===== config.mk =====
export PLATFORM = sky130hd
export DESIGN_NAME = posting_list_varbyte_decoder_unit_flat
export DESIGN_NICKNAME = d
export VERILOG_FILES = /design/src/rtl/plvd_pkg.sv /design/src/rtl/plvd_code_if.sv /design/src/rtl/plvd_pair_if.sv /design/src/rtl/plvd_in_stage.sv /design/src/rtl/plvd_core.sv /design/src/rtl/plvd_out_stage.sv /design/src/rtl/posting_list_varbyte_decoder_unit.sv /design/src/flat_wrapper.sv
export VERILOG_INCLUDE_DIRS = /design/src /design/src/rtl
export SDC_FILE = /design/constraint.sdc
export NUM_CORES = 1
export LEC_CHECK = 0
export ABC_AREA = 1
export CORE_MARGIN = 2
export CORE_UTILIZATION = 40
export CTS_BUF_LIST = sky130_fd_sc_hd__clkbuf_16
export CTS_CLUSTER_DIAMETER = 80
export DETAILED_ROUTE_END_ITERATION = 7
export DONT_BUFFER_PORTS = 1
export RECOVER_POWER = 25
export SETUP_SLACK_MARGIN = 0.05
export SLEW_MARGIN = 20
export SYNTH_ARGS = -nofsm -noshare
export SYNTH_HDL_FRONTEND = slang
export SYNTH_HIERARCHICAL = 1
export SYNTH_SLANG_ARGS = --single-unit

===== constraint.sdc =====
create_clock -name clk -period 5.72 [get_ports clk]
set_input_delay 0.858 -clock clk [delete_from_list [all_inputs] [get_ports clk]]
set_output_delay 0.858 -clock clk [all_outputs]
set_load 0.1 [all_outputs]

===== src/rtl/posting_list_varbyte_decoder_unit_macros.svh =====
// ----------------------------------------------------------------------------
// Posting list decoder assertion macros
// Shared concurrent assertion forms, clocked on clk, quiet while arst_n is low.
// ----------------------------------------------------------------------------
`ifndef POSTING_LIST_VARBYTE_DECODER_UNIT_MACROS_SVH
`define POSTING_LIST_VARBYTE_DECODER_UNIT_MACROS_SVH

// same-cycle implication
`define PLVD_ASSERT_IMPL(label, ante, cons) \
	label: assert property (@(posedge clk) disable iff (!arst_n) (ante) |-> (cons)) \
		else $error("plvd assertion failed");

// next-cycle implication
`define PLVD_ASSERT_NEXT(label, ante, cons) \
	label: assert property (@(posedge clk) disable iff (!arst_n) (ante) |=> (cons)) \
		else $error("plvd assertion failed");

`endif


===== src/rtl/plvd_pkg.sv =====
// ----------------------------------------------------------------------------
// plvd_pkg
// Types and constants of the variable-byte posting list decoder.
// ----------------------------------------------------------------------------
`default_nettype none

package plvd_pkg;

	localparam int ACC_W      = 64;  // decoded value width
	localparam int GROUP_BITS = 7;   // payload bits per code byte
	localparam int BYTE_W     = 8;
	localparam int END_BIT    = 7;   // end-of-value mark in code byte
	localparam int OFF_W      = 7;   // bit offset, saturates above ACC_W

	// offsets at or past this point only drop bits
	localparam logic [OFF_W-1:0] OFF_LIMIT = OFF_W'(ACC_W);
	// offsets above this point straddle the top of the accumulator
	localparam logic [OFF_W-1:0] OFF_EDGE  = OFF_W'(ACC_W - GROUP_BITS);
	localparam logic [OFF_W-1:0] OFF_STEP  = OFF_W'(GROUP_BITS);

	typedef struct packed {
		logic [BYTE_W-1:0] code_byte;
		logic              list_last;
	} code_t;

	typedef struct packed {
		logic [ACC_W-1:0] doc_index;
		logic [ACC_W-1:0] term_count;
		logic             list_end;
		logic             overflow;
	} pair_t;

	// decoder status, watched at the top level
	typedef struct packed {
		logic             expecting;
		logic [OFF_W-1:0] offset;
	} stat_t;

endpackage

`default_nettype wire


===== src/rtl/plvd_code_if.sv =====
// ----------------------------------------------------------------------------
// plvd_code_if
// Input channel: one code byte of a posting list per beat.
// ----------------------------------------------------------------------------
`default_nettype none

interface plvd_code_if;
	logic       valid;
	logic       ready;
	logic [7:0] code_byte;
	logic       list_last;

	modport source (output valid, output code_byte, output list_last, input ready);
	modport sink   (input valid, input code_byte, input list_last, output ready);
endinterface

`default_nettype wire


===== src/rtl/plvd_pair_if.sv =====
// ----------------------------------------------------------------------------
// plvd_pair_if
// Output channel: one decoded (document, count) pair per beat.
// ----------------------------------------------------------------------------
`default_nettype none

interface plvd_pair_if;
	logic        valid;
	logic        ready;
	logic [63:0] doc_index;
	logic [63:0] term_count;
	logic        list_end;
	logic        overflow;

	modport source (output valid, output doc_index, output term_count,
		output list_end, output overflow, input ready);
	modport sink   (input valid, input doc_index, input term_count,
		input list_end, input overflow, output ready);
endinterface

`default_nettype wire


===== src/rtl/plvd_in_stage.sv =====
// ----------------------------------------------------------------------------
// plvd_in_stage
// Input register: holds one code byte until the decoder takes it.
// ----------------------------------------------------------------------------
`default_nettype none

module plvd_in_stage (
	input  wire logic           clk,
	input  wire logic           arst_n,
	input  wire logic           in_valid,
	output logic                in_ready,
	input  wire plvd_pkg::code_t in_item,
	output logic                valid_s1,
	output plvd_pkg::code_t     item_s1,
	input  wire logic           take
);
	import plvd_pkg::*;

	logic load;

	assign in_ready = !valid_s1 || take;
	assign load     = in_valid && in_ready;

	always_ff @(posedge clk or negedge arst_n) begin
		if (!arst_n) begin
			valid_s1 <= 1'b0;
		end else if (in_ready) begin
			valid_s1 <= in_valid;
		end
	end

	always_ff @(posedge clk) begin
		if (load) begin
			item_s1 <= in_item;
		end
	end

endmodule

`default_nettype wire


===== src/rtl/plvd_core.sv =====
// ----------------------------------------------------------------------------
// plvd_core
// Decoder state and single-cycle step: gathers payload groups, closes
// values and forms (document, count) pairs.
// ----------------------------------------------------------------------------
`default_nettype none

module plvd_core (
	input  wire logic            clk,
	input  wire logic            arst_n,
	input  wire logic            valid_s1,
	input  wire plvd_pkg::code_t item_s1,
	input  wire logic            out_free,
	output logic                 take,
	output logic                 emit,
	output plvd_pkg::pair_t      pair,
	output plvd_pkg::stat_t      stat
);
	import plvd_pkg::*;

	logic [ACC_W-1:0] acc_q;
	logic [OFF_W-1:0] off_q;
	logic             expecting_q;
	logic [ACC_W-1:0] held_q;
	logic             lost_q;

	logic [ACC_W-1:0] payload;
	logic [ACC_W-1:0] acc_n;
	logic [OFF_W-1:0] top_shift;
	logic             lost_n;
	logic             done;
	logic             last;

	assign last    = item_s1.list_last;
	assign done    = item_s1.code_byte[END_BIT] || last;
	assign payload = ACC_W'(item_s1.code_byte[GROUP_BITS-1:0]);

	// distance to the top of the accumulator, used only when off_q > OFF_EDGE
	assign top_shift = OFF_LIMIT - off_q;

	always_comb begin
		acc_n  = acc_q;
		lost_n = lost_q;
		if (off_q < OFF_LIMIT) begin
			acc_n = acc_q | (payload << off_q[OFF_W-2:0]);
			if (off_q > OFF_EDGE && (payload >> top_shift) != '0) begin
				lost_n = 1'b1;
			end
		end else if (payload != '0) begin
			lost_n = 1'b1;
		end
	end

	// a result appears when a count closes, or when the list ends
	assign emit = done && (expecting_q || last);
	assign take = valid_s1 && (!emit || out_free);

	always_comb begin
		pair.doc_index  = expecting_q ? held_q : acc_n;
		pair.term_count = expecting_q ? acc_n : '0;
		pair.list_end   = last;
		pair.overflow   = lost_n;
	end

	assign stat.expecting = expecting_q;
	assign stat.offset    = off_q;

	always_ff @(posedge clk or negedge arst_n) begin
		if (!arst_n) begin
			acc_q       <= '0;
			off_q       <= '0;
			expecting_q <= 1'b0;
			held_q      <= '0;
			lost_q      <= 1'b0;
		end else if (take) begin
			if (!done) begin
				acc_q  <= acc_n;
				lost_q <= lost_n;
				if (off_q < OFF_LIMIT) begin
					off_q <= off_q + OFF_STEP;
				end
			end else begin
				acc_q <= '0;
				off_q <= '0;
				if (emit) begin
					expecting_q <= 1'b0;
					held_q      <= '0;
					lost_q      <= 1'b0;
				end else begin
					// index closed, wait for its count
					expecting_q <= 1'b1;
					held_q      <= acc_n;
					lost_q      <= lost_n;
				end
			end
		end
	end

endmodule

`default_nettype wire


===== src/rtl/plvd_out_stage.sv =====
// ----------------------------------------------------------------------------
// plvd_out_stage
// Result register: holds one pair until the sink takes the beat.
// ----------------------------------------------------------------------------
`default_nettype none

module plvd_out_stage (
	input  wire logic            clk,
	input  wire logic            arst_n,
	input  wire logic            load,
	input  wire plvd_pkg::pair_t pair_in,
	output logic                 out_free,
	output logic                 out_valid,
	input  wire logic            out_ready,
	output plvd_pkg::pair_t      pair_q
);
	import plvd_pkg::*;

	assign out_free = !out_valid || out_ready;

	always_ff @(posedge clk or negedge arst_n) begin
		if (!arst_n) begin
			out_valid <= 1'b0;
		end else if (load) begin
			out_valid <= 1'b1;
		end else if (out_ready) begin
			out_valid <= 1'b0;
		end
	end

	always_ff @(posedge clk) begin
		if (load) begin
			pair_q <= pair_in;
		end
	end

endmodule

`default_nettype wire


===== src/rtl/posting_list_varbyte_decoder_unit.sv =====
// A closing byte is held in the input register, its pair in the result register.
// Throughput: one byte per cycle unless stalled; the decoder state update is one
//   register-to-register step (shift and OR into the 64-bit accumulator).
// Bytes that close no pair pass even while the result register is stalled.
// Reset (arst_n low, asynchronous): both channels empty, decoder expects an index.
// ----------------------------------------------------------------------------
// posting_list_varbyte_decoder_unit
// Variable-byte posting list decoder: code bytes in, (document, count) pairs out.
// ----------------------------------------------------------------------------
`default_nettype none

`include "posting_list_varbyte_decoder_unit_macros.svh"

module posting_list_varbyte_decoder_unit (
	input  wire logic   clk,
	input  wire logic   arst_n,
	plvd_code_if.sink   code,
	plvd_pair_if.source pair
);
	import plvd_pkg::*;

	code_t in_item;
	code_t item_s1;
	logic  valid_s1;
	logic  take;
	logic  emit;
	logic  out_free;
	pair_t pair_n;
	pair_t pair_q;
	stat_t stat;

	assign in_item.code_byte = code.code_byte;
	assign in_item.list_last = code.list_last;

	plvd_in_stage u_in (
		.clk      (clk),
		.arst_n   (arst_n),
		.in_valid (code.valid),
		.in_ready (code.ready),
		.in_item  (in_item),
		.valid_s1 (valid_s1),
		.item_s1  (item_s1),
		.take     (take)
	);

	plvd_core u_core (
		.clk      (clk),
		.arst_n   (arst_n),
		.valid_s1 (valid_s1),
		.item_s1  (item_s1),
		.out_free (out_free),
		.take     (take),
		.emit     (emit),
		.pair     (pair_n),
		.stat     (stat)
	);

	plvd_out_stage u_out (
		.clk       (clk),
		.arst_n    (arst_n),
		.load      (take && emit),
		.pair_in   (pair_n),
		.out_free  (out_free),
		.out_valid (pair.valid),
		.out_ready (pair.ready),
		.pair_q    (pair_q)
	);

	assign pair.doc_index  = pair_q.doc_index;
	assign pair.term_count = pair_q.term_count;
	assign pair.list_end   = pair_q.list_end;
	assign pair.overflow   = pair_q.overflow;

	// input stalls only behind a held byte
	`PLVD_ASSERT_IMPL(a_stall_has_item, !code.ready, valid_s1)
	// offset never runs past one group above the accumulator
	`PLVD_ASSERT_IMPL(a_offset_range, 1'b1, stat.offset <= OFF_LIMIT + OFF_STEP - 7'd1)
	// an emitted pair leaves the decoder waiting for a fresh index
	`PLVD_ASSERT_NEXT(a_emit_clears, take && emit, !stat.expecting && stat.offset == '0)
	// an emitted pair is on the output the next cycle
	`PLVD_ASSERT_NEXT(a_emit_shows, take && emit, pair.valid)

endmodule

`default_nettype wire

===== src/flat_wrapper.sv =====
// flat-port wrapper written by rule: the top's interface ports become plain ports
module posting_list_varbyte_decoder_unit_flat import plvd_pkg::*;
  (clk, arst_n, code_valid, code_code_byte, code_list_last, code_ready, pair_valid, pair_doc_index, pair_term_count, pair_list_end, pair_overflow, pair_ready);
  plvd_code_if code_i ();
  plvd_pair_if pair_i ();
  input  wire logic clk;
  input  wire logic arst_n;
  input wire logic [$bits(code_i.valid)-1:0] code_valid;
  input wire logic [$bits(code_i.code_byte)-1:0] code_code_byte;
  input wire logic [$bits(code_i.list_last)-1:0] code_list_last;
  output wire logic [$bits(code_i.ready)-1:0] code_ready;
  output wire logic [$bits(pair_i.valid)-1:0] pair_valid;
  output wire logic [$bits(pair_i.doc_index)-1:0] pair_doc_index;
  output wire logic [$bits(pair_i.term_count)-1:0] pair_term_count;
  output wire logic [$bits(pair_i.list_end)-1:0] pair_list_end;
  output wire logic [$bits(pair_i.overflow)-1:0] pair_overflow;
  input wire logic [$bits(pair_i.ready)-1:0] pair_ready;
  assign code_i.valid = code_valid;
  assign code_i.code_byte = code_code_byte;
  assign code_i.list_last = code_list_last;
  assign code_ready = code_i.ready;
  assign pair_valid = pair_i.valid;
  assign pair_doc_index = pair_i.doc_index;
  assign pair_term_count = pair_i.term_count;
  assign pair_list_end = pair_i.list_end;
  assign pair_overflow = pair_i.overflow;
  assign pair_i.ready = pair_ready;
  posting_list_varbyte_decoder_unit u_core (.clk(clk), .arst_n(arst_n), .code(code_i), .pair(pair_i));
endmodule

== Word level (Yosys, flattened, before mapping) ==
Cells that the tools add are included.

* Flip-flop bits (word level): 278
* Logic and storage cells: 53

* Shifts and indexed selects: 2
* Add/subtract/negate cells: 2
* Muxes and demuxes: 14
* Magnitude comparators: 2
* Reductions and logical operators: 19
* Bitwise operators: 1

{| class="wikitable"
|+ Operators with widths
! operator !! number
|-
| $mux W64 || 4
|-
| $reduce_bool A64 Y1 || 2
|-
| $or A64 B64 Y64 || 1
|-
| $shl A7 B6 Y64 || 1
|-
| $shr A7 B7 Y64 || 1
|-
| $mux W7 || 2
|-
| $mux W1 || 8
|-
| $add A7 B3 Y7 const B || 1
|-
| $gt A7 B6 Y1 const B || 1
|-
| $lt A7 B7 Y1 const B || 1
|-
| $sub A7 B7 Y7 const A || 1
|-
| $logic_and A1 B1 Y1 || 5
|-
| $logic_or A1 B1 Y1 || 5
|-
| $reduce_and A2 Y1 || 2
|-
| $reduce_bool A2 Y1 || 2
|-
| $logic_not A1 Y1 || 3
|}

== Depth between registers and ports, before layout ==
* Word-level depth: 8
* Depth in mapped cells: 15
* Gate-level depth less buffers: 12

== By module ==
Netlist, hierarchy kept.

{| class="wikitable"
|+ Modules (own cells, without submodules)
! module !! seq. area each (µm²) !! cells each !! instances !! area each (µm²)
|-
| plvd_core || 3,428.3 || 1,202 || 1 || 8,105.3
|-
| plvd_out_stage || 3,928.8 || 135 || 1 || 3,948.8
|-
| plvd_in_stage || 295.3 || 15 || 1 || 315.3
|-
| posting_list_varbyte_decoder_unit || 0.0 || 2 || 1 || 7.5
|}

== Worst setup path after synthesis ==
No wires, ideal clock.

* Path type: input to register
* Start point: in pair_ready
* End point: reg, netlist name u_core/u_out/pair_q[0]
* Path buffers: 2
* Setup slack: 1,180 ps
* Data arrival time: 4,057 ps
* Stages: 8
* Cells stage by stage: inv_1 nand2_2 o21ai_1 inv_1 buf_2 buf_2 nand2_1 inv_1

* Longest elaborated chain between the ends: 4

{| class="wikitable"
|+ RTL lines
! item !! RTL line !! RTL
|-
| start: declaration || flat_wrapper.sv:17 || <nowiki>input wire logic [$bits(pair_i.ready)-1:0] pair_ready;</nowiki>
|-
| $logic_or A1 B1 Y1 || plvd_out_stage.sv:19 || <nowiki>assign out_free = !out_valid || out_ready;</nowiki>
|-
| named net u_core.out_free || posting_list_varbyte_decoder_unit.sv:27 || <nowiki>logic out_free;</nowiki>
|-
| $logic_or A1 B1 Y1 || plvd_core.sv:56 || <nowiki>assign take = valid_s1 && (!emit || out_free);</nowiki>
|-
| $logic_and A1 B1 Y1 || plvd_core.sv:56 ||
|-
| named net u_core.take || posting_list_varbyte_decoder_unit.sv:25 || <nowiki>logic take;</nowiki>
|-
| $logic_and A1 B1 Y1 || posting_list_varbyte_decoder_unit.sv:61 || <nowiki>.load (take && emit),</nowiki>
|}

The timed path passes the listed nets, and every way through them passes these cells.
A chain may end at the register's enable or synchronous reset.

== Final worst setup path ==
* Start point: reg u_core.u_out.out_valid
* End point: out code_ready

* Longest elaborated chain between the ends: 5

{| class="wikitable"
|+ RTL lines
! item !! RTL line !! RTL
|-
| start: declaration || plvd_out_stage.sv:13 || <nowiki>output logic out_valid,</nowiki>
|-
| start signal: assignment || plvd_out_stage.sv:23 || <nowiki>out_valid <= 1'b0;</nowiki>
|-
| start signal: assignment || plvd_out_stage.sv:25 || <nowiki>out_valid <= 1'b1;</nowiki>
|-
| start signal: assignment || plvd_out_stage.sv:27 || <nowiki>out_valid <= 1'b0;</nowiki>
|-
| $logic_not A1 Y1 || plvd_out_stage.sv:19 ||
|-
| $logic_or A1 B1 Y1 || plvd_out_stage.sv:19 ||
|-
| named net u_core.out_free || posting_list_varbyte_decoder_unit.sv:27 ||
|-
| $logic_or A1 B1 Y1 || plvd_core.sv:56 ||
|-
| $logic_and A1 B1 Y1 || plvd_core.sv:56 ||
|-
| named net u_core.take || posting_list_varbyte_decoder_unit.sv:25 ||
|-
| $logic_or A1 B1 Y1 || plvd_in_stage.sv:21 || <nowiki>assign in_ready = !valid_s1 || take;</nowiki>
|-
| end: declaration || flat_wrapper.sv:11 || <nowiki>output wire logic [$bits(code_i.ready)-1:0] code_ready;</nowiki>
|}

The timed path passes the listed nets, and every way through them passes these cells.

==> flow_metrics.tcl <==
set metrics [dict create \
    first_iter_violations 672 \
    grt_pass1_wl_um 48470 \
    grt_pass1_vias 8515 \
    met1Wirelength_um 14060 \
    hp-class "input port to async pin" \
    start_kind "flip-flop" \
    grt_max_degree 107 \
    crit_path_end_kind "output pin" \
    place_ws_ns 2.148 \
    drive_gt1_frac 0.07424 \
    violations "max-capacitance violations, max-slew violations" \
    drv_cap 1 \
    drc 0 \
    rsz0062_at_grt "no" \
    synth_area_um2 12370 \
    final_nets 1340 \
    crit_path_max_incr_delay_ns 0.74 \
    dieArea_um2 32350 \
    crit_slowest_cell "dfrtp_1" \
    wl_met2_um 13650 \
    first_pass_iters 5 \
    fill_cells 2844 \
    synth_warnings 6 \
    grt_overflow 0 \
    port_buffers 0 \
    vias 8783 \
    antenna_found_initial 0 \
    cts_buffers 28 \
    fp.dieW_um 179.9 \
    critPathMaxFanout 34 \
    cts-root-buf "clkbuf_16" \
    cts_htree_levels 1 \
    die_y_um 179.9 \
    dpl.hpwl_um 18830 \
    place_congestion 0.9135 \
    syn_area_per_cell_um2 9.142 \
    syn_inst 1353 \
    finalCritPeriodShare 0.6503 \
    routed_wl_um 30500 \
    tightest_slew_ns 2.038 \
    path_delay_family "simple AND/OR/NAND/NOR gates" \
    fin_crit_ns 3.720 \
    core_um2 30510 \
    finalMaxSlewViolations 30 \
    timing.setup.tns_ns 0 \
    rows 64 \
    seqCellArea_um2 7654 \
    ant_nets 0 \
    status "finished, violations left" \
    synthesis.nets 1368 \
    cts_setup_buffers 0 \
    top_layer_used "met4" \
    p_leak_nw 6.193 \
    wl_met3_um 2240 \
    wl_per_cell_um 17.50 \
    hold_viol_final 0 \
    clk_pin_slew_ns 0.06 \
    ir_worst_vdd_uv 230.9 \
    power_density_nw_per_um2 443.8 \
    hold_slack_ns 0.2307 \
    cp_cell_sequence "nand2_2 -> o21ai_1 -> inv_2 -> inv_1 -> nand2_1" \
    crit_buf_inv 2 \
    multi_input_area_um2 3905 \
    cts.sinks 278 \
    io-pin-count 145 \
    start_util 0.4054 \
    clock_path_buffers 3 \
    cts_tree "built" \
    setup_ws_ns 2.000 \
    grt_use_total 0.1869 \
    area_delta_synth_final_pct 10.13 \
    fmax_ghz 0.2688 \
    antenna_cells 0 \
    crit_type "flip-flop to output pin" \
    finalPower_w 0.006045 \
    critPathRequiredTime_ns 4.86 \
    avgViaCountPerCell 5.039 \
    setup_viol 0 \
    finClkSkew_ns 0.01258 \
    slew_headroom -0.3584 \
    arrival_ns 2.86 \
    insertion_delay_ns 0.55 \
]
layout by cell type, fill, tap and decap left out, types with 3 or more instances in the layout:
cell         n
inv_2        6
a21oi_1     59
inv_1      105
nand4_1     11
dfrtp_1    138
clkinv_1     8
o21ai_0     82
inv_6        4
edfxtp_1   139
clkinv_4     3
nand2_2     11
nor2_1     103
inv_4        3
nand3_1     63
clkinv_2     4
nand3_4     11
clkbuf_16   29
nand2_4      3
nand2_1    518
o21ai_1      3
bufinv_16    6
buf_4        8
nor3_1       3
power breakdown:
part / switching, W / internal (W)
Clock: 0.000787 / 0.00119
Sequential: 0.000964 / 0.00234
Combinational: 0.000597 / 0.000160
Total: 0.00235 / 0.00370
flip-flops by register name, summed over array words and instances, names as in the netlist:
| register | flops |
|---|---|
| u_core/u_core/acc_q | 64 |
| u_core/u_core/expecting_q | 1 |
| u_core/u_core/held_q | 64 |
| u_core/u_core/lost_q | 1 |
| u_core/u_core/off_q | 7 |
| u_core/u_in/item_s1 | 9 |
| u_core/u_in/valid_s1 | 1 |
| u_core/u_out/out_valid | 1 |
| u_core/u_out/pair_q | 130 |
stage by stage:
stage	instance area (µm²)	std cells	utilization
2_1_floorplan	12370	1353	-
3_3_place_gp	12580	1688	0.4124
3_5_place_dp	12590	1688	0.4125
4_1_cts	13660	1743	0.4476
5_1_grt	13620	1743	0.4465
6_report	13620	1743	0.4465
area by class of cell:
| type | instances | share of cell area |
|---|---|---|
| Clock buffer | 29 | 0.05327 |
| Clock inverter | 23 | 0.02030 |
| Inverter | 119 | 0.03454 |
| Multi-Input combinational cell | 887 | 0.2867 |
| Sequential cell | 278 | 0.5619 |
| Tap cell | 396 | 0.03637 |
| Timing Repair Buffer | 11 | 0.006981 |
timing repair:
item | CTS | global route
resized for setup | 0 | 0
hold endpoints to repair | 94 | 0
hold buffers | 3 | 0
final timing paths:
kind,startpoint,slack (ns),cells past startpoint,to
max in group asynchronous,arst_n,3.65,1,u_core/u_core/lost_q$_DFFE_PN0P_
max,u_core/u_out/out_valid$_DFFE_PN0P_,2.00,5,code_ready
min reg2reg,u_core/u_core/held_q[24]$_DFFE_PN0P_,0.48,2,u_core/u_core/held_q[24]$_DFFE_PN0P_
min in group clk,code_code_byte[1],0.41,0,u_core/u_in/item_s1[2]$_DFFE_PP_
max reg2reg,u_core/u_out/out_valid$_DFFE_PN0P_,2.17,8,u_core/u_core/acc_q[29]$_DFFE_PN0P_
min,arst_n,0.23,1,u_core/u_core/held_q[45]$_DFFE_PN0P_
metal layers:
layer | GRT usage | vias to the layer above
met5 | 0 | -
met4 | 0.04455 | 0
met3 | 0.03951 | 44
met2 | 0.2926 | 284
met1 | 0.2673 | 4177
li1 | - | 4278
No activity file was read; power rests on OpenSTA's default activity.
